**config.mk**
```make
export PLATFORM = sky130hd
export DESIGN_NAME = pulse_peak_rate_meter_unit_flat
export DESIGN_NICKNAME = d
export VERILOG_FILES = /design/src/sv/ppr_pkg.sv /design/src/sv/ppr_if.sv /design/src/sv/pulse_peak_rate_meter_unit.sv /design/src/sv/ppr_peak_track.sv /design/src/sv/ppr_serial_div.sv /design/src/sv/ppr_rate_seq.sv /design/src/flat_wrapper.sv
export SDC_FILE = /design/constraint.sdc
export NUM_CORES = 1
export LEC_CHECK = 0
export BUFFER_PORTS_ARGS = -buffer_cell sky130_fd_sc_hd__buf_4
export CORE_AREA = 2 2 165 200
export CTS_CLUSTER_DIAMETER = 40
export DETAILED_ROUTE_END_ITERATION = 16
export DIE_AREA = 0 0 167 202
export PLACE_DENSITY = 0.79
export SETUP_SLACK_MARGIN = 0.3
export SYNTH_ARGS = -nofsm -noshare
export SYNTH_HDL_FRONTEND = slang
export SYNTH_SLANG_ARGS = --single-unit
export TNS_END_PERCENT = 50
```
**constraint.sdc**
```tcl
create_clock -name clock -period 9.05 [get_ports clock]
set_clock_uncertainty 0.15 [all_clocks]
set_input_delay 0.4525 -clock clock [delete_from_list [all_inputs] [get_ports clock]]
set_output_delay 0.4525 -clock clock [all_outputs]
set_load 0.05 [all_outputs]
```
**src/sv/ppr_pkg.sv**
```systemverilog
`timescale 1ns / 1ps
`default_nettype none
// ----------------------------------------------------------------------------
// ppr_pkg: shared constants and types of the pulse peak rate meter
// widths, register indexes, rate scale and the structs passed between units
// ----------------------------------------------------------------------------
package ppr_pkg;

   localparam int SAMPLE_W    = 16;
   localparam int THRESH_W    = 16;
   localparam int PERIOD_W    = 10;
   localparam int IDX_W       = 10;
   localparam int FRAME_CNT_W = 11;
   localparam int MAX_FRAME   = 1024;
   localparam int EVEN_W      = 10;
   localparam int TOTAL_W     = 11;
   localparam int BPM_W       = 18;
   localparam int NUM_W       = 30;
   localparam int DEN_W       = 20;
   localparam int MUL_STEPS   = PERIOD_W;
   localparam int MUL_STEP_W  = 4;
   localparam int DIV_STEP_W  = 5;
   localparam int CSR_INDEX_W = 1;
   localparam int CSR_DATA_W  = 16;

   localparam logic [CSR_INDEX_W-1:0] CSR_PEAK_THRESHOLD = 1'b0;
   localparam logic [CSR_INDEX_W-1:0] CSR_SAMPLE_PERIOD  = 1'b1;

   localparam logic [THRESH_W-1:0] THRESH_RESET = 16'd2;
   localparam logic [PERIOD_W-1:0] PERIOD_RESET = 10'd50;

   // 60000 bpm*ms with four fractional bits
   localparam logic [NUM_W-1:0]   BPM_SCALE_Q4 = 30'd960000;
   localparam logic [BPM_W-1:0]   BPM_MAX      = '1;
   localparam logic [TOTAL_W-1:0] TOTAL_MAX    = '1;
   localparam logic [EVEN_W-1:0]  EVEN_MAX     = '1;

   typedef struct packed {
      logic                valid;
      logic [IDX_W-1:0]    first_idx;
      logic [IDX_W-1:0]    last_idx;
      logic [EVEN_W-1:0]   even_count;
      logic [TOTAL_W-1:0]  total;
   } frame_sum_type;

   typedef struct packed {
      logic [BPM_W-1:0]    bpm;
      logic                rate_valid;
      logic [TOTAL_W-1:0]  peaks;
   } rate_res_type;

   typedef struct packed {
      logic idle;
      logic res_valid;
   } seq_status_type;

endpackage
`default_nettype wire

```
**src/sv/ppr_if.sv**
```systemverilog
`timescale 1ns / 1ps
`default_nettype none
// ----------------------------------------------------------------------------
// ppr_if: sample and result channels of the pulse peak rate meter
// valid/ready handshake with the payload fields of one word
// ----------------------------------------------------------------------------
interface ppr_req_if;
   logic                         valid;
   logic                         ready;
   logic [ppr_pkg::SAMPLE_W-1:0] ir_sample;
   logic                         frame_end;

   modport source (output valid, output ir_sample, output frame_end, input ready);
   modport sink   (input valid, input ir_sample, input frame_end, output ready);
endinterface

interface ppr_rsp_if;
   logic                        valid;
   logic                        ready;
   logic [ppr_pkg::BPM_W-1:0]   beats_per_minute_q4;
   logic                        rate_valid;
   logic [ppr_pkg::TOTAL_W-1:0] peaks_found;

   modport source (output valid, output beats_per_minute_q4, output rate_valid,
                   output peaks_found, input ready);
   modport sink   (input valid, input beats_per_minute_q4, input rate_valid,
                   input peaks_found, output ready);
endinterface
`default_nettype wire

```
**src/sv/pulse_peak_rate_meter_unit.sv**
```systemverilog
`timescale 1ns / 1ps
`default_nettype none
// ----------------------------------------------------------------------------
// pulse_peak_rate_meter_unit: heart rate from frames of infrared samples
// detects peaks sample by sample and, at frame end, computes beats per
// minute in q4 with a bit-serial multiply and divide
// ----------------------------------------------------------------------------
//
//  channel   direction  handshake        word
//  req_ch    in         valid/ready      ir_sample, frame_end
//  rsp_ch    out        valid/ready      beats_per_minute_q4, rate_valid,
//                                        peaks_found
//  csr_*     in         csr_wr_en only   csr_index, csr_wdata
//
//  sample words without frame_end are accepted back to back while the sequencer is idle
//  after a frame_end word ready stays low while the sequencer runs: on a frame
//  with too few peaks it goes straight to the hand-off, otherwise through the
//  shift-add steps set by the multiplier width, a load, the divide steps set by
//  the dividend width and the done flag, then the hand-off
//  the hand-off stalls while the output register holds a word not yet taken
//  the result sits in an output register; new samples flow while it waits
//  reset is synchronous; it clears the frame state and the result valid flag
//
module pulse_peak_rate_meter_unit (
   input  wire logic                            clock,
   input  wire logic                            reset,
   ppr_req_if.sink                              req_ch,
   ppr_rsp_if.source                            rsp_ch,
   input  wire logic                            csr_wr_en,
   input  wire logic [ppr_pkg::CSR_INDEX_W-1:0] csr_index,
   input  wire logic [ppr_pkg::CSR_DATA_W-1:0]  csr_wdata
);

   // configuration registers
   logic [ppr_pkg::THRESH_W-1:0] threshold_ff;
   logic [ppr_pkg::PERIOD_W-1:0] period_ff;

   // result register
   logic                         rsp_valid_ff;
   logic [ppr_pkg::BPM_W-1:0]    rsp_bpm_ff;
   logic                         rsp_rate_valid_ff;
   logic [ppr_pkg::TOTAL_W-1:0]  rsp_peaks_ff;

   logic                         req_accept;
   logic                         start;
   ppr_pkg::frame_sum_type       summary;
   ppr_pkg::seq_status_type      seq_status;
   ppr_pkg::rate_res_type        seq_result;
   logic                         load;

   always_ff @(posedge clock) begin
      if (reset) begin
         threshold_ff <= ppr_pkg::THRESH_RESET;
         period_ff    <= ppr_pkg::PERIOD_RESET;
      end else if (csr_wr_en) begin
         case (csr_index)
            ppr_pkg::CSR_PEAK_THRESHOLD: threshold_ff <= csr_wdata;
            ppr_pkg::CSR_SAMPLE_PERIOD:  period_ff    <= csr_wdata[ppr_pkg::PERIOD_W-1:0];
            default: begin
            end
         endcase
      end
   end

   // samples only enter while the rate sequencer is free
   assign req_ch.ready = seq_status.idle;
   assign req_accept   = req_ch.valid && req_ch.ready;

   ppr_peak_track u_track (
      .clock     (clock),
      .reset     (reset),
      .accept    (req_accept),
      .sample    (req_ch.ir_sample),
      .frame_end (req_ch.frame_end),
      .threshold (threshold_ff),
      .start     (start),
      .summary   (summary)
   );

   ppr_rate_seq u_seq (
      .clock   (clock),
      .reset   (reset),
      .start   (start),
      .summary (summary),
      .period  (period_ff),
      .take    (load),
      .status  (seq_status),
      .result  (seq_result)
   );

   // move a finished word into the output register when it is free or draining
   assign load = seq_status.res_valid && (!rsp_valid_ff || rsp_ch.ready);

   always_ff @(posedge clock) begin
      if (reset) begin
         rsp_valid_ff <= 1'b0;
      end else if (load) begin
         rsp_valid_ff <= 1'b1;
      end else if (rsp_ch.ready) begin
         rsp_valid_ff <= 1'b0;
      end
      if (load) begin
         rsp_bpm_ff        <= seq_result.bpm;
         rsp_rate_valid_ff <= seq_result.rate_valid;
         rsp_peaks_ff      <= seq_result.peaks;
      end
   end

   assign rsp_ch.valid               = rsp_valid_ff;
   assign rsp_ch.beats_per_minute_q4 = rsp_bpm_ff;
   assign rsp_ch.rate_valid          = rsp_rate_valid_ff;
   assign rsp_ch.peaks_found         = rsp_peaks_ff;

`ifndef SYNTH
   // a closing word always hands the frame to the sequencer
   a_frame_end_starts: assert property (@(posedge clock) disable iff (reset)
      (req_ch.valid && req_ch.ready && req_ch.frame_end) |=> !seq_status.idle)
      else $error("frame end word did not start the rate sequencer");

   // an invalid rate word carries a zero rate
   a_invalid_zero: assert property (@(posedge clock) disable iff (reset)
      (rsp_valid_ff && !rsp_rate_valid_ff) |-> (rsp_bpm_ff == '0))
      else $error("invalid rate word with nonzero rate");

   // two even-numbered peaks imply at least three peaks in all
   a_valid_peaks: assert property (@(posedge clock) disable iff (reset)
      (rsp_valid_ff && rsp_rate_valid_ff) |-> (rsp_peaks_ff >= ppr_pkg::TOTAL_W'(3)))
      else $error("valid rate with fewer than three peaks");
`endif

endmodule
`default_nettype wire

```
**src/sv/ppr_peak_track.sv**
```systemverilog
`timescale 1ns / 1ps
`default_nettype none
// ----------------------------------------------------------------------------
// ppr_peak_track: per-sample peak detector
// keeps the sample window and the even-peak statistics of the open frame
// ----------------------------------------------------------------------------
module ppr_peak_track (
   input  wire logic                         clock,
   input  wire logic                         reset,
   input  wire logic                         accept,
   input  wire logic [ppr_pkg::SAMPLE_W-1:0] sample,
   input  wire logic                         frame_end,
   input  wire logic [ppr_pkg::THRESH_W-1:0] threshold,
   output      logic                         start,
   output      ppr_pkg::frame_sum_type       summary
);

   logic [ppr_pkg::SAMPLE_W-1:0]    older_ff, older_in;
   logic [ppr_pkg::SAMPLE_W-1:0]    middle_ff, middle_in;
   logic [ppr_pkg::FRAME_CNT_W-1:0] index_ff, index_in;
   logic [ppr_pkg::TOTAL_W-1:0]     total_ff, total_in;
   logic [ppr_pkg::IDX_W-1:0]       first_ff, first_in;
   logic [ppr_pkg::IDX_W-1:0]       last_ff, last_in;
   logic [ppr_pkg::EVEN_W-1:0]      even_ff, even_in;

   logic                            in_range;
   logic                            is_peak;
   logic [ppr_pkg::SAMPLE_W:0]      older_bar;
   logic [ppr_pkg::SAMPLE_W:0]      newer_bar;
   logic [ppr_pkg::IDX_W-1:0]       peak_idx;

   always_comb begin
      in_range  = index_ff < ppr_pkg::FRAME_CNT_W'(ppr_pkg::MAX_FRAME);
      older_bar = {1'b0, older_ff} + {1'b0, threshold};
      newer_bar = {1'b0, sample} + {1'b0, threshold};
      is_peak   = in_range && (index_ff >= ppr_pkg::FRAME_CNT_W'(2)) &&
                  ({1'b0, middle_ff} > older_bar) && ({1'b0, middle_ff} > newer_bar);
      peak_idx  = index_ff[ppr_pkg::IDX_W-1:0] - ppr_pkg::IDX_W'(1);

      older_in  = older_ff;
      middle_in = middle_ff;
      index_in  = index_ff;
      total_in  = total_ff;
      first_in  = first_ff;
      last_in   = last_ff;
      even_in   = even_ff;

      if (in_range) begin
         older_in  = middle_ff;
         middle_in = sample;
         index_in  = index_ff + ppr_pkg::FRAME_CNT_W'(1);
      end
      if (is_peak) begin
         // only even-numbered peaks feed the rate
         if (!total_ff[0]) begin
            if (even_ff == '0) begin
               first_in = peak_idx;
            end
            last_in = peak_idx;
            if (even_ff != ppr_pkg::EVEN_MAX) begin
               even_in = even_ff + ppr_pkg::EVEN_W'(1);
            end
         end
         if (total_ff != ppr_pkg::TOTAL_MAX) begin
            total_in = total_ff + ppr_pkg::TOTAL_W'(1);
         end
      end

      start              = accept && frame_end;
      summary.valid      = even_in >= ppr_pkg::EVEN_W'(2);
      summary.first_idx  = first_in;
      summary.last_idx   = last_in;
      summary.even_count = even_in;
      summary.total      = total_in;
   end

   always_ff @(posedge clock) begin
      if (reset || start) begin
         older_ff  <= '0;
         middle_ff <= '0;
         index_ff  <= '0;
         total_ff  <= '0;
         first_ff  <= '0;
         last_ff   <= '0;
         even_ff   <= '0;
      end else if (accept) begin
         older_ff  <= older_in;
         middle_ff <= middle_in;
         index_ff  <= index_in;
         total_ff  <= total_in;
         first_ff  <= first_in;
         last_ff   <= last_in;
         even_ff   <= even_in;
      end
   end

endmodule
`default_nettype wire

```
**src/sv/ppr_serial_div.sv**
```systemverilog
`timescale 1ns / 1ps
`default_nettype none
// ----------------------------------------------------------------------------
// ppr_serial_div: bit-serial restoring divider
// one quotient bit per cycle, dividend shifted in msb first
// ----------------------------------------------------------------------------
module ppr_serial_div (
   input  wire logic                      clock,
   input  wire logic                      reset,
   input  wire logic                      start,
   input  wire logic [ppr_pkg::NUM_W-1:0] dividend,
   input  wire logic [ppr_pkg::DEN_W-1:0] divisor,
   output      logic                      done,
   output      logic [ppr_pkg::NUM_W-1:0] quotient
);

   logic                           busy_ff;
   logic                           done_ff;
   logic [ppr_pkg::DIV_STEP_W-1:0] cnt_ff;
   logic [ppr_pkg::DEN_W-1:0]      rem_ff;
   logic [ppr_pkg::DEN_W-1:0]      den_ff;
   logic [ppr_pkg::NUM_W-1:0]      quo_ff;

   logic [ppr_pkg::DEN_W:0]        trial;
   logic [ppr_pkg::DEN_W:0]        diff;
   logic                           q_bit;

   always_comb begin
      trial = {rem_ff, quo_ff[ppr_pkg::NUM_W-1]};
      diff  = trial - {1'b0, den_ff};
      q_bit = !diff[ppr_pkg::DEN_W];
   end

   always_ff @(posedge clock) begin
      if (reset) begin
         busy_ff <= 1'b0;
         done_ff <= 1'b0;
         cnt_ff  <= '0;
      end else begin
         done_ff <= 1'b0;
         if (start) begin
            busy_ff <= 1'b1;
            cnt_ff  <= ppr_pkg::DIV_STEP_W'(ppr_pkg::NUM_W - 1);
            rem_ff  <= '0;
            den_ff  <= divisor;
            quo_ff  <= dividend;
         end else if (busy_ff) begin
            rem_ff <= q_bit ? diff[ppr_pkg::DEN_W-1:0] : trial[ppr_pkg::DEN_W-1:0];
            quo_ff <= {quo_ff[ppr_pkg::NUM_W-2:0], q_bit};
            cnt_ff <= cnt_ff - ppr_pkg::DIV_STEP_W'(1);
            if (cnt_ff == '0) begin
               busy_ff <= 1'b0;
               done_ff <= 1'b1;
            end
         end
      end
   end

   assign done     = done_ff;
   assign quotient = quo_ff;

endmodule
`default_nettype wire

```
**src/sv/ppr_rate_seq.sv**
```systemverilog
`timescale 1ns / 1ps
`default_nettype none
// ----------------------------------------------------------------------------
// ppr_rate_seq: frame-end rate sequencer
// shift-add products for numerator and denominator, then serial divide
// ----------------------------------------------------------------------------
module ppr_rate_seq (
   input  wire logic                         clock,
   input  wire logic                         reset,
   input  wire logic                         start,
   input  wire ppr_pkg::frame_sum_type       summary,
   input  wire logic [ppr_pkg::PERIOD_W-1:0] period,
   input  wire logic                         take,
   output      ppr_pkg::seq_status_type      status,
   output      ppr_pkg::rate_res_type        result
);

   typedef enum logic [2:0] {
      ST_IDLE,
      ST_MULT,
      ST_LOAD,
      ST_DIVIDE,
      ST_HOLD
   } state_type;

   state_type                       state_ff;
   logic [ppr_pkg::MUL_STEP_W-1:0]  step_ff;
   logic [ppr_pkg::DEN_W-1:0]       span_sh_ff;
   logic [ppr_pkg::PERIOD_W-1:0]    per_sh_ff;
   logic [ppr_pkg::DEN_W-1:0]       den_ff;
   logic [ppr_pkg::NUM_W-1:0]       scale_sh_ff;
   logic [ppr_pkg::EVEN_W-1:0]      cnt_sh_ff;
   logic [ppr_pkg::NUM_W-1:0]       num_ff;
   logic                            valid_ff;
   logic [ppr_pkg::TOTAL_W-1:0]     total_ff;
   logic [ppr_pkg::BPM_W-1:0]       bpm_ff;

   logic                            div_done;
   logic [ppr_pkg::NUM_W-1:0]       div_quo;
   logic [ppr_pkg::BPM_W-1:0]       bpm_sat;

   ppr_serial_div u_div (
      .clock    (clock),
      .reset    (reset),
      .start    (state_ff == ST_LOAD),
      .dividend (num_ff),
      .divisor  (den_ff),
      .done     (div_done),
      .quotient (div_quo)
   );

   always_comb begin
      if (|div_quo[ppr_pkg::NUM_W-1:ppr_pkg::BPM_W]) begin
         bpm_sat = ppr_pkg::BPM_MAX;
      end else begin
         bpm_sat = div_quo[ppr_pkg::BPM_W-1:0];
      end
   end

   always_ff @(posedge clock) begin
      if (reset) begin
         state_ff <= ST_IDLE;
         step_ff  <= '0;
      end else begin
         case (state_ff)
            ST_IDLE: begin
               if (start) begin
                  valid_ff <= summary.valid;
                  total_ff <= summary.total;
                  if (summary.valid) begin
                     span_sh_ff  <= ppr_pkg::DEN_W'(summary.last_idx - summary.first_idx);
                     per_sh_ff   <= (period == '0) ? ppr_pkg::PERIOD_W'(1) : period;
                     scale_sh_ff <= ppr_pkg::BPM_SCALE_Q4;
                     cnt_sh_ff   <= summary.even_count - ppr_pkg::EVEN_W'(1);
                     den_ff      <= '0;
                     num_ff      <= '0;
                     step_ff     <= '0;
                     state_ff    <= ST_MULT;
                  end else begin
                     bpm_ff   <= '0;
                     state_ff <= ST_HOLD;
                  end
               end
            end
            ST_MULT: begin
               if (per_sh_ff[0]) begin
                  den_ff <= den_ff + span_sh_ff;
               end
               if (cnt_sh_ff[0]) begin
                  num_ff <= num_ff + scale_sh_ff;
               end
               span_sh_ff  <= {span_sh_ff[ppr_pkg::DEN_W-2:0], 1'b0};
               scale_sh_ff <= {scale_sh_ff[ppr_pkg::NUM_W-2:0], 1'b0};
               per_sh_ff   <= {1'b0, per_sh_ff[ppr_pkg::PERIOD_W-1:1]};
               cnt_sh_ff   <= {1'b0, cnt_sh_ff[ppr_pkg::EVEN_W-1:1]};
               step_ff     <= step_ff + ppr_pkg::MUL_STEP_W'(1);
               if (step_ff == ppr_pkg::MUL_STEP_W'(ppr_pkg::MUL_STEPS - 1)) begin
                  state_ff <= ST_LOAD;
               end
            end
            ST_LOAD: begin
               state_ff <= ST_DIVIDE;
            end
            ST_DIVIDE: begin
               if (div_done) begin
                  bpm_ff   <= bpm_sat;
                  state_ff <= ST_HOLD;
               end
            end
            ST_HOLD: begin
               if (take) begin
                  state_ff <= ST_IDLE;
               end
            end
            default: begin
               state_ff <= ST_IDLE;
            end
         endcase
      end
   end

   assign status.idle       = state_ff == ST_IDLE;
   assign status.res_valid  = state_ff == ST_HOLD;
   assign result.bpm        = bpm_ff;
   assign result.rate_valid = valid_ff;
   assign result.peaks      = total_ff;

endmodule
`default_nettype wire

```
**src/flat_wrapper.sv**
```systemverilog
// flat-port wrapper written by rule: the top's interface ports become plain ports
module pulse_peak_rate_meter_unit_flat 
  (clock, reset, csr_wr_en, csr_index, csr_wdata, req_ch_valid, req_ch_ir_sample, req_ch_frame_end, req_ch_ready, rsp_ch_valid, rsp_ch_beats_per_minute_q4, rsp_ch_rate_valid, rsp_ch_peaks_found, rsp_ch_ready);
  ppr_req_if req_ch_i ();
  ppr_rsp_if rsp_ch_i ();
  input  wire logic clock;
  input  wire logic reset;
  input  wire logic csr_wr_en;
  input  wire logic [ppr_pkg::CSR_INDEX_W-1:0] csr_index;
  input  wire logic [ppr_pkg::CSR_DATA_W-1:0] csr_wdata;
  input wire logic [$bits(req_ch_i.valid)-1:0] req_ch_valid;
  input wire logic [$bits(req_ch_i.ir_sample)-1:0] req_ch_ir_sample;
  input wire logic [$bits(req_ch_i.frame_end)-1:0] req_ch_frame_end;
  output wire logic [$bits(req_ch_i.ready)-1:0] req_ch_ready;
  output wire logic [$bits(rsp_ch_i.valid)-1:0] rsp_ch_valid;
  output wire logic [$bits(rsp_ch_i.beats_per_minute_q4)-1:0] rsp_ch_beats_per_minute_q4;
  output wire logic [$bits(rsp_ch_i.rate_valid)-1:0] rsp_ch_rate_valid;
  output wire logic [$bits(rsp_ch_i.peaks_found)-1:0] rsp_ch_peaks_found;
  input wire logic [$bits(rsp_ch_i.ready)-1:0] rsp_ch_ready;
  assign req_ch_i.valid = req_ch_valid;
  assign req_ch_i.ir_sample = req_ch_ir_sample;
  assign req_ch_i.frame_end = req_ch_frame_end;
  assign req_ch_ready = req_ch_i.ready;
  assign rsp_ch_valid = rsp_ch_i.valid;
  assign rsp_ch_beats_per_minute_q4 = rsp_ch_i.beats_per_minute_q4;
  assign rsp_ch_rate_valid = rsp_ch_i.rate_valid;
  assign rsp_ch_peaks_found = rsp_ch_i.peaks_found;
  assign rsp_ch_i.ready = rsp_ch_ready;
  pulse_peak_rate_meter_unit u_core (.clock(clock), .reset(reset), .req_ch(req_ch_i), .rsp_ch(rsp_ch_i), .csr_wr_en(csr_wr_en), .csr_index(csr_index), .csr_wdata(csr_wdata));
endmodule
```
==> results of run 1 <==
registers in the layout, indices dropped and copies added (netlist names), 16 cells and up, named ones only:
register,cells
u_core.u_seq.u_div.rem_ff,20
u_core.u_track.older_ff,16
u_core.threshold_ff,16
u_core.u_seq.num_ff,21
u_core.rsp_ch.beats_per_minute_q4,18
u_core.u_seq.bpm_ff,18
u_core.u_seq.den_ff,20
u_core.u_seq.span_sh_ff,20
u_core.u_track.middle_ff,16
u_core.u_seq.u_div.quotient,30
u_core.u_seq.scale_sh_ff,21
u_core.u_seq.u_div.den_ff,20
per-stage QoR:
step           setup slack, ps  instances
2_1_floorplan              910       2022
3_3_place_gp              1700       2436
3_5_place_dp              1480       2436
4_1_cts                   1750       2545
5_1_grt                   1190       2545
6_report                  1660       2545
synthesized netlist by cell type (5+ instances only):
| library cell | n |
|---|---|
| a211oi_1 | 14 |
| or2_2 | 13 |
| and2_1 | 20 |
| nand2_1 | 347 |
| nor3_1 | 48 |
| mux2_2 | 13 |
| nand3b_1 | 10 |
| nand4_1 | 21 |
| a31oi_1 | 13 |
| o21ai_0 | 71 |
| inv_1 | 63 |
| nor2b_1 | 17 |
| dfxtp_1 | 125 |
| and3_1 | 34 |
| nor4_1 | 10 |
| o211ai_1 | 8 |
| xor2_1 | 59 |
| ha_1 | 143 |
| xnor2_1 | 68 |
| fa_1 | 6 |
| o21a_1 | 28 |
| mux2i_1 | 16 |
| a21oi_1 | 176 |
| buf_1 | 12 |
| nand3_1 | 57 |
| o21bai_1 | 6 |
| nand2b_1 | 11 |
| nor2_1 | 151 |
| o2111ai_1 | 5 |
| edfxtp_1 | 232 |
| a21o_1 | 38 |
| buf_2 | 6 |
| clkbuf_1 | 61 |
| or3_1 | 21 |
final cells by class:
type	instances	area, um^2
sequential	357	9470
tap	407	509
fill	2249	9200
clock buffer	51	1230
timing repair buffer	116	933
multi-input combinational	1517	9790
clock inverter	33	430
inverter	64	240
metal layers:
metal | global-route usage | share of wire
met3 | 0.0401 | 0.050
met5 | 0 | 0
met4 | 0.107 | 0.037
met2 | 0.461 | 0.50
met1 | 0.308 | 0.41
timing repair:
action,CTS,global route
hold buffers,25,0
hold endpoints to repair,32,0
resized for setup,0,0
worst reg2reg max path, delay by kind of cell, from the launching register on:
family	cells	cell delay, ps
AOI/OAI and AO/OA	16	3140
xor gates and xnor gates	1	180
adders and majority gates	5	1580
buffers and inverters	1	70
DFF	1	320
and+or+nand+nor	7	1700
cell families after synthesis:
| kind of cell | Yosys count |
|---|---|
| AO/OA/AOI/OAI | 420 |
| adder cells (fa/ha/maj) | 149 |
| XOR/XNOR | 127 |
| AND/OR/NAND/NOR | 791 |
| flip-flops | 357 |
| multiplexers | 30 |
| buffers and inverters | 148 |
worst max-delay path by stage:
stage / from / endpoint / cells after the start / slack [ps]
global route: u_core.threshold_ff[0] / u_core.u_seq.span_sh_ff[7] / 29 / 1190
CTS: u_core.threshold_ff[0] / u_core.u_seq.span_sh_ff[12] / 30 / 1750
detailed placement: req_ch_ir_sample[0] / u_core.u_seq.span_sh_ff[16] / 31 / 1480
global placement: req_ch_ir_sample[0] / u_core.u_seq.span_sh_ff[19] / 31 / 1700
floorplan: req_ch_ir_sample[0] / u_core.u_seq.cnt_sh_ff[0] / 26 / 910
finish: u_core.threshold_ff[0] / u_core.u_seq.span_sh_ff[10] / 30 / 1660
power by group through the flow:
stage / registers (mW) / logic, mW / clock network (mW)
4_1_cts: 1.80 / 0.361 / 1.98
2_1_floorplan: 1.84 / 0.242 / 0
6_report: 1.80 / 0.364 / 1.95
3_3_place_gp: 1.83 / 0.337 / 0
5_1_grt: 1.80 / 0.402 / 2.05
3_5_place_dp: 1.83 / 0.350 / 0
==> results.cfg, run 1 <==
[status]
outcome = complete, no violations

[critical_path]
r2r_cells = 30
crit_family = compound AO/OA/AOI/OAI gates
slowest_delay_ps = 490
crit_buf_inv = 1
critical_path.max_fanout = 16
arrival_ps = 7550
cp_slowest_cell = nand3_1
rr_startpoint = u_core.threshold_ff[0]
crit_type = flip-flop to flip-flop
reg2reg_slack_ps = 1660
cp_common_cell = a21o_1
crit_path_end_kind = flip-flop
cp_data_required_time_ps = 9210
r2r_end = u_core.u_seq.span_sh_ff[10]
start_kind = flip-flop

[power]
peakVddDrop_mv = 0.152
p_int_mw = 3.10
clock_power_share = 0.474
seqPwrFrac = 0.437
power_switching_mw = 1.02
swShare = 0.248
finalPower_mw = 4.12
powerDensity_nw_per_um2 = 182
power.leakage_nw = 9.08
power_frac_comb = 0.089

[route]
vias = 15200
viasPerCell = 5.97
wirelength_mm = 43.9
dr.pass1.iters = 5
ant_nets = 0
drtIter0Drc = 1097
wl_per_cell_um = 17.2
drc = 0

[cts]
clk_latency_ps = 560
clk_path_buf_depth = 3
cts_setup_buffers = 0
cts-root-buf = clkbuf_16
clk_pin_slew_ps = 60
h-tree-depth = 2
cts_tree = built
numCtsBuffers = 46
cts_sinks = 357

[yosys]
synth_top_area_frac = 0.352
synth_top_family_by_area = simple AND/OR/NAND/NOR gates
synth_area_um2 = 19800
ys_seq_elements = 357
ys_warn_count = 0
synth_nets = 2210
synth-async-reset-ratio = 0
ys_types = 87
synth_area_leaders = edfxtp_1 (35%), dfxtp_1 (13%), ha_1 (9.0%)
yosysTopAreaCell = edfxtp_1
ys_seq_area_frac = 0.478
ys.flop_type = edfxtp_1
synthMuxAreaShare = 0.0166
yosys.area_share.simple = 0.188
synth_edf_count = 232
synth_cells = 2022
avgSynthCellArea_um2 = 9.79
synth_fa_ha_area_frac = 0.0964
synth-xor-area-share = 0.0562
synth-compound-area-share = 0.135

[layout]
syn_to_final_growth_pct = 14.2
layout_commonest_cell = nand2_1
layout_common_cells = nand2_1 (347), edfxtp_1 (232), a21oi_1 (176), nor2_1 (146), ha_1 (143)
finalInstanceArea_um2 = 22600
nNetsFinal = 2290
fin_util = 0.711
drive_above_1_share = 0.116
diodes = 0

[timing]
finalCritPeriodShare = 0.817
max_slew_margin = 0.224
tightest_slew_ps = 1160
period_needed_ps = 7390
hold_viol = 0
rsz0062_at_grt = false
setup_violations = 0
setup_tns_ps = 0
timing.hold.ws_ps = 20.0
slew_violations = 0
fmax_mhz = 135

[floorplanning]
rows = 72
design.core.area_um2 = 31800
die_w_um = 167
die_h_um = 202
dieArea_um2 = 33700
start_util = 0.623
pin_count = 71

[worst_hold_path]
hp-class = primary input to flip-flop
worstHoldEndpoint = u_core.threshold_ff[3]
worstHoldPathCells = 3
hp-start = csr_wdata[3]

[grt]
overflow = 0
grt_first_pass_wirelength_mm = 71.9
track_usage = 0.258
grt_max_degree = 85
grt_pass1_vias = 14800
antenna_found_initial = 0

[run]
drv_cap = 0

[place]
hpwlAfterDp_mm = 29.9
io_buffers = 70
routabilityCongestion = 0.946
placed_cell_area_um2 = 20700
Power figures use the tool's default switching activity.
==> run 2, diff against run 1 <==
ABC_AREA = 1   (was default)
CORE_AREA = 2 2 174 210   (was 2 2 165 200)
DIE_AREA = 0 0 176 212   (was 0 0 167 202)
PLACE_DENSITY = 0.75   (was 0.79)
clock period = 6.8 ns   (was 9.05 ns; I/O delays follow)
==> run 2 against run 1 <==
Compared with the run above:
- sequential cell count unchanged
- cell count is 14% higher
- largest cell class is now sequential cells
- setup slack worse by 890 ps
- clock power up 25%
==> results.cfg, run 2 <==
[route]
wirelength_mm = 43.2
ant_nets = 0
dr.max_layer_used = met5
vias = 15600
drtIter0Drc = 1135
wl_per_cell_um = 14.9
drc = 0
dr.pass1.iters = 5
wl_met3_mm = 1.98
wl_met1_mm = 18.7
viasPerCell = 5.39
wl_met2_mm = 21.2

[timing]
setup_tns_ps = 0
tightest_slew_ps = 1040
hold_viol = 0
rsz0062_at_grt = false
finalCritPeriodShare = 0.887
fmax_mhz = 166
period_needed_ps = 6030
setup_violations = 0
timing.hold.ws_ps = 155
max_slew_margin = 0.308
slew_violations = 0

[yosys]
synth_edf_count = 232
synth_cells = 2270
ys_seq_elements = 357
ys.flop_type = edfxtp_1
ys_warn_count = 0
yosysMostFrequentCell = nand2_1
ys_seq_area_frac = 0.478
synth_top_area_frac = 0.352
yosysTopAreaCell = edfxtp_1
synth_area_um2 = 19800
synth_common_cells = nand2_1 (441), inv_1 (281), a21oi_1 (240), edfxtp_1 (232), o21ai_0 (188)
synth_nets = 2458
synth_area_leaders = edfxtp_1 (35%), dfxtp_1 (13%), ha_1 (9.0%)
synth-async-reset-ratio = 0
avgSynthCellArea_um2 = 8.72
ys_types = 58

[cts]
cts_tree = built
clk_latency_ps = 560
cts_sinks = 357
clk_path_buf_depth = 3
clk_pin_slew_ps = 60
h-tree-depth = 2
numCtsBuffers = 44
cts-root-buf = clkbuf_16

[critical_path]
crit_type = primary input to flip-flop
cp_data_required_time_ps = 6870
crit_path_end_kind = flip-flop
start_kind = primary input
reg2reg_slack_ps = 910
critical_path.max_fanout = 20
cp_common_cell = nand2_1
r2r_cells = 36
crit_family = simple AND/OR/NAND/NOR gates
rr_startpoint = u_core.threshold_ff[3]
cp_slowest_cell = dlygate4sd3_1
arrival_ps = 6100
crit_buf_inv = 5
slowest_delay_ps = 530
r2r_end = u_core.u_seq.den_ff[13]

[floorplanning]
die_h_um = 212
start_util = 0.558
pin_count = 71
design.core.area_um2 = 35500
dieArea_um2 = 37300
die_w_um = 176
rows = 76

[grt]
grt_pass1_vias = 15100
grt_first_pass_wirelength_mm = 70.5
grt_max_degree = 70
track_usage = 0.229
antenna_found_initial = 1
overflow = 0

[power]
power.leakage_nw = 10.1
clock_power_share = 0.285
p_int_mw = 5.31
peakVddDrop_mv = 0.257
powerDensity_nw_per_um2 = 372
finalPower_mw = 8.51
seqPwrFrac = 0.363
swShare = 0.377
power_switching_mw = 3.21
power_frac_comb = 0.352

[worst_hold_path]
worstHoldEndpoint = u_core.threshold_ff[1]
worstHoldPathCells = 5
hp-class = primary input to flip-flop
hp-start = csr_index

[layout]
drive_above_1_share = 0.113
stdcell_count = 2896
diodes = 0
layout_common_cells = nand2_1 (439), inv_1 (281), a21oi_1 (239), edfxtp_1 (232), o21ai_0 (186)
largest_register_ffs = 30
nNetsFinal = 2580
layout_commonest_cell = nand2_1
syn_to_final_growth_pct = 15.6

[place]
io_buffers = 70
dp.cells = 2763
routabilityCongestion = 0.904
hpwlAfterDp_mm = 29.9

[status]
outcome = complete, no violations

[run]
drv_cap = 0
==> run 2: cell count changes after synthesis, moves of 22 or more <==
cell and change:
inv_1 +218, o21ai_0 +117, nand2_1 +94, a21oi_1 +64
xnor2_1 -45, and3_1 -34, a21o_1 -31, nor3_1 -23
nand2_2 +22
==> run 2: power by group through the flow <==
stage                     Clock (mW)  Sequential (mW)  Combinational, mW
final                           2.43             3.09               2.99
after global routing            2.55             3.13               3.39
after CTS                       2.47             3.09               2.91
after detailed placement           0             3.13               2.86
after global placement             0             3.12               2.76
after floorplan                    0             3.13               2.14
==> run 2: final cells by class <==
cell class | instances | area [um^2]
fillers | 2880 | 12600
flip-flops and latches | 357 | 9470
multi-input cells | 1551 | 9020
clock buffers | 49 | 1150
repair buffers | 139 | 1140
inverters | 299 | 1120
well taps | 468 | 586
clock inverters | 33 | 373
==> run 2: worst max-delay path by stage <==
stage                             start                          end  slack (ps)  cells after the start
floorplan           req_ch_ir_sample[2]      u_core.u_seq.num_ff[10]         500                     34
detailed placement  req_ch_ir_sample[2]      u_core.u_seq.den_ff[18]         410                     35
global route        req_ch_ir_sample[2]      u_core.u_seq.den_ff[13]         310                     37
CTS                 req_ch_ir_sample[2]      u_core.u_seq.den_ff[13]         380                     36
global placement    req_ch_ir_sample[5]  u_core.u_seq.span_sh_ff[16]         580                     36
finish              req_ch_ir_sample[2]      u_core.u_seq.den_ff[13]         770                     37
==> run 2: metrics by stage <==
| stage | setup slack (ps) | area [um^2] | utilization |
|---|---|---|---|
| after floorplan | 500 | 19800 | - |
| after global routing | 312 | 22900 | 0.645 |
| after CTS | 380 | 22700 | 0.640 |
| after detailed placement | 413 | 20800 | 0.587 |
| final | 770 | 22900 | 0.645 |
| after global placement | 581 | 20800 | 0.587 |
==> run 2: timing repair <==
| item | 4_1_cts | 5_1_grt |
|---|---|---|
| setup endpoints to repair | 0 | 126 |
| buffers inserted | 0 | 14 |
| hold endpoints to repair | 55 | 0 |
| gates resized for setup | 0 | 7 |
| hold buffers | 35 | 0 |
==> run 2: worst min-delay path: stages <==
cell and delay (ps):
buf_4 80, nor2_1 40, buf_4 190, nand2_1 80, nand3_1 70
==> run 2: logic make-up after synthesis <==
group / after synthesis / share of synthesized area
and+or+nand+nor: 791 / 0.173
AOI/OAI and AO/OA: 534 / 0.147
buffers and inverters: 364 / 0.0707
DFF: 357 / 0.478
adders and majority gates: 149 / 0.0965
xor gates and xnor gates: 72 / 0.0322
muxes: 3 / 0.00152
==> run 2: per-layer routing <==
metal,up-vias,track usage
met5,-,0
met4,2,0.0872
met3,91,0.0372
met2,362,0.405
met1,7261,0.281
li1,7906,-
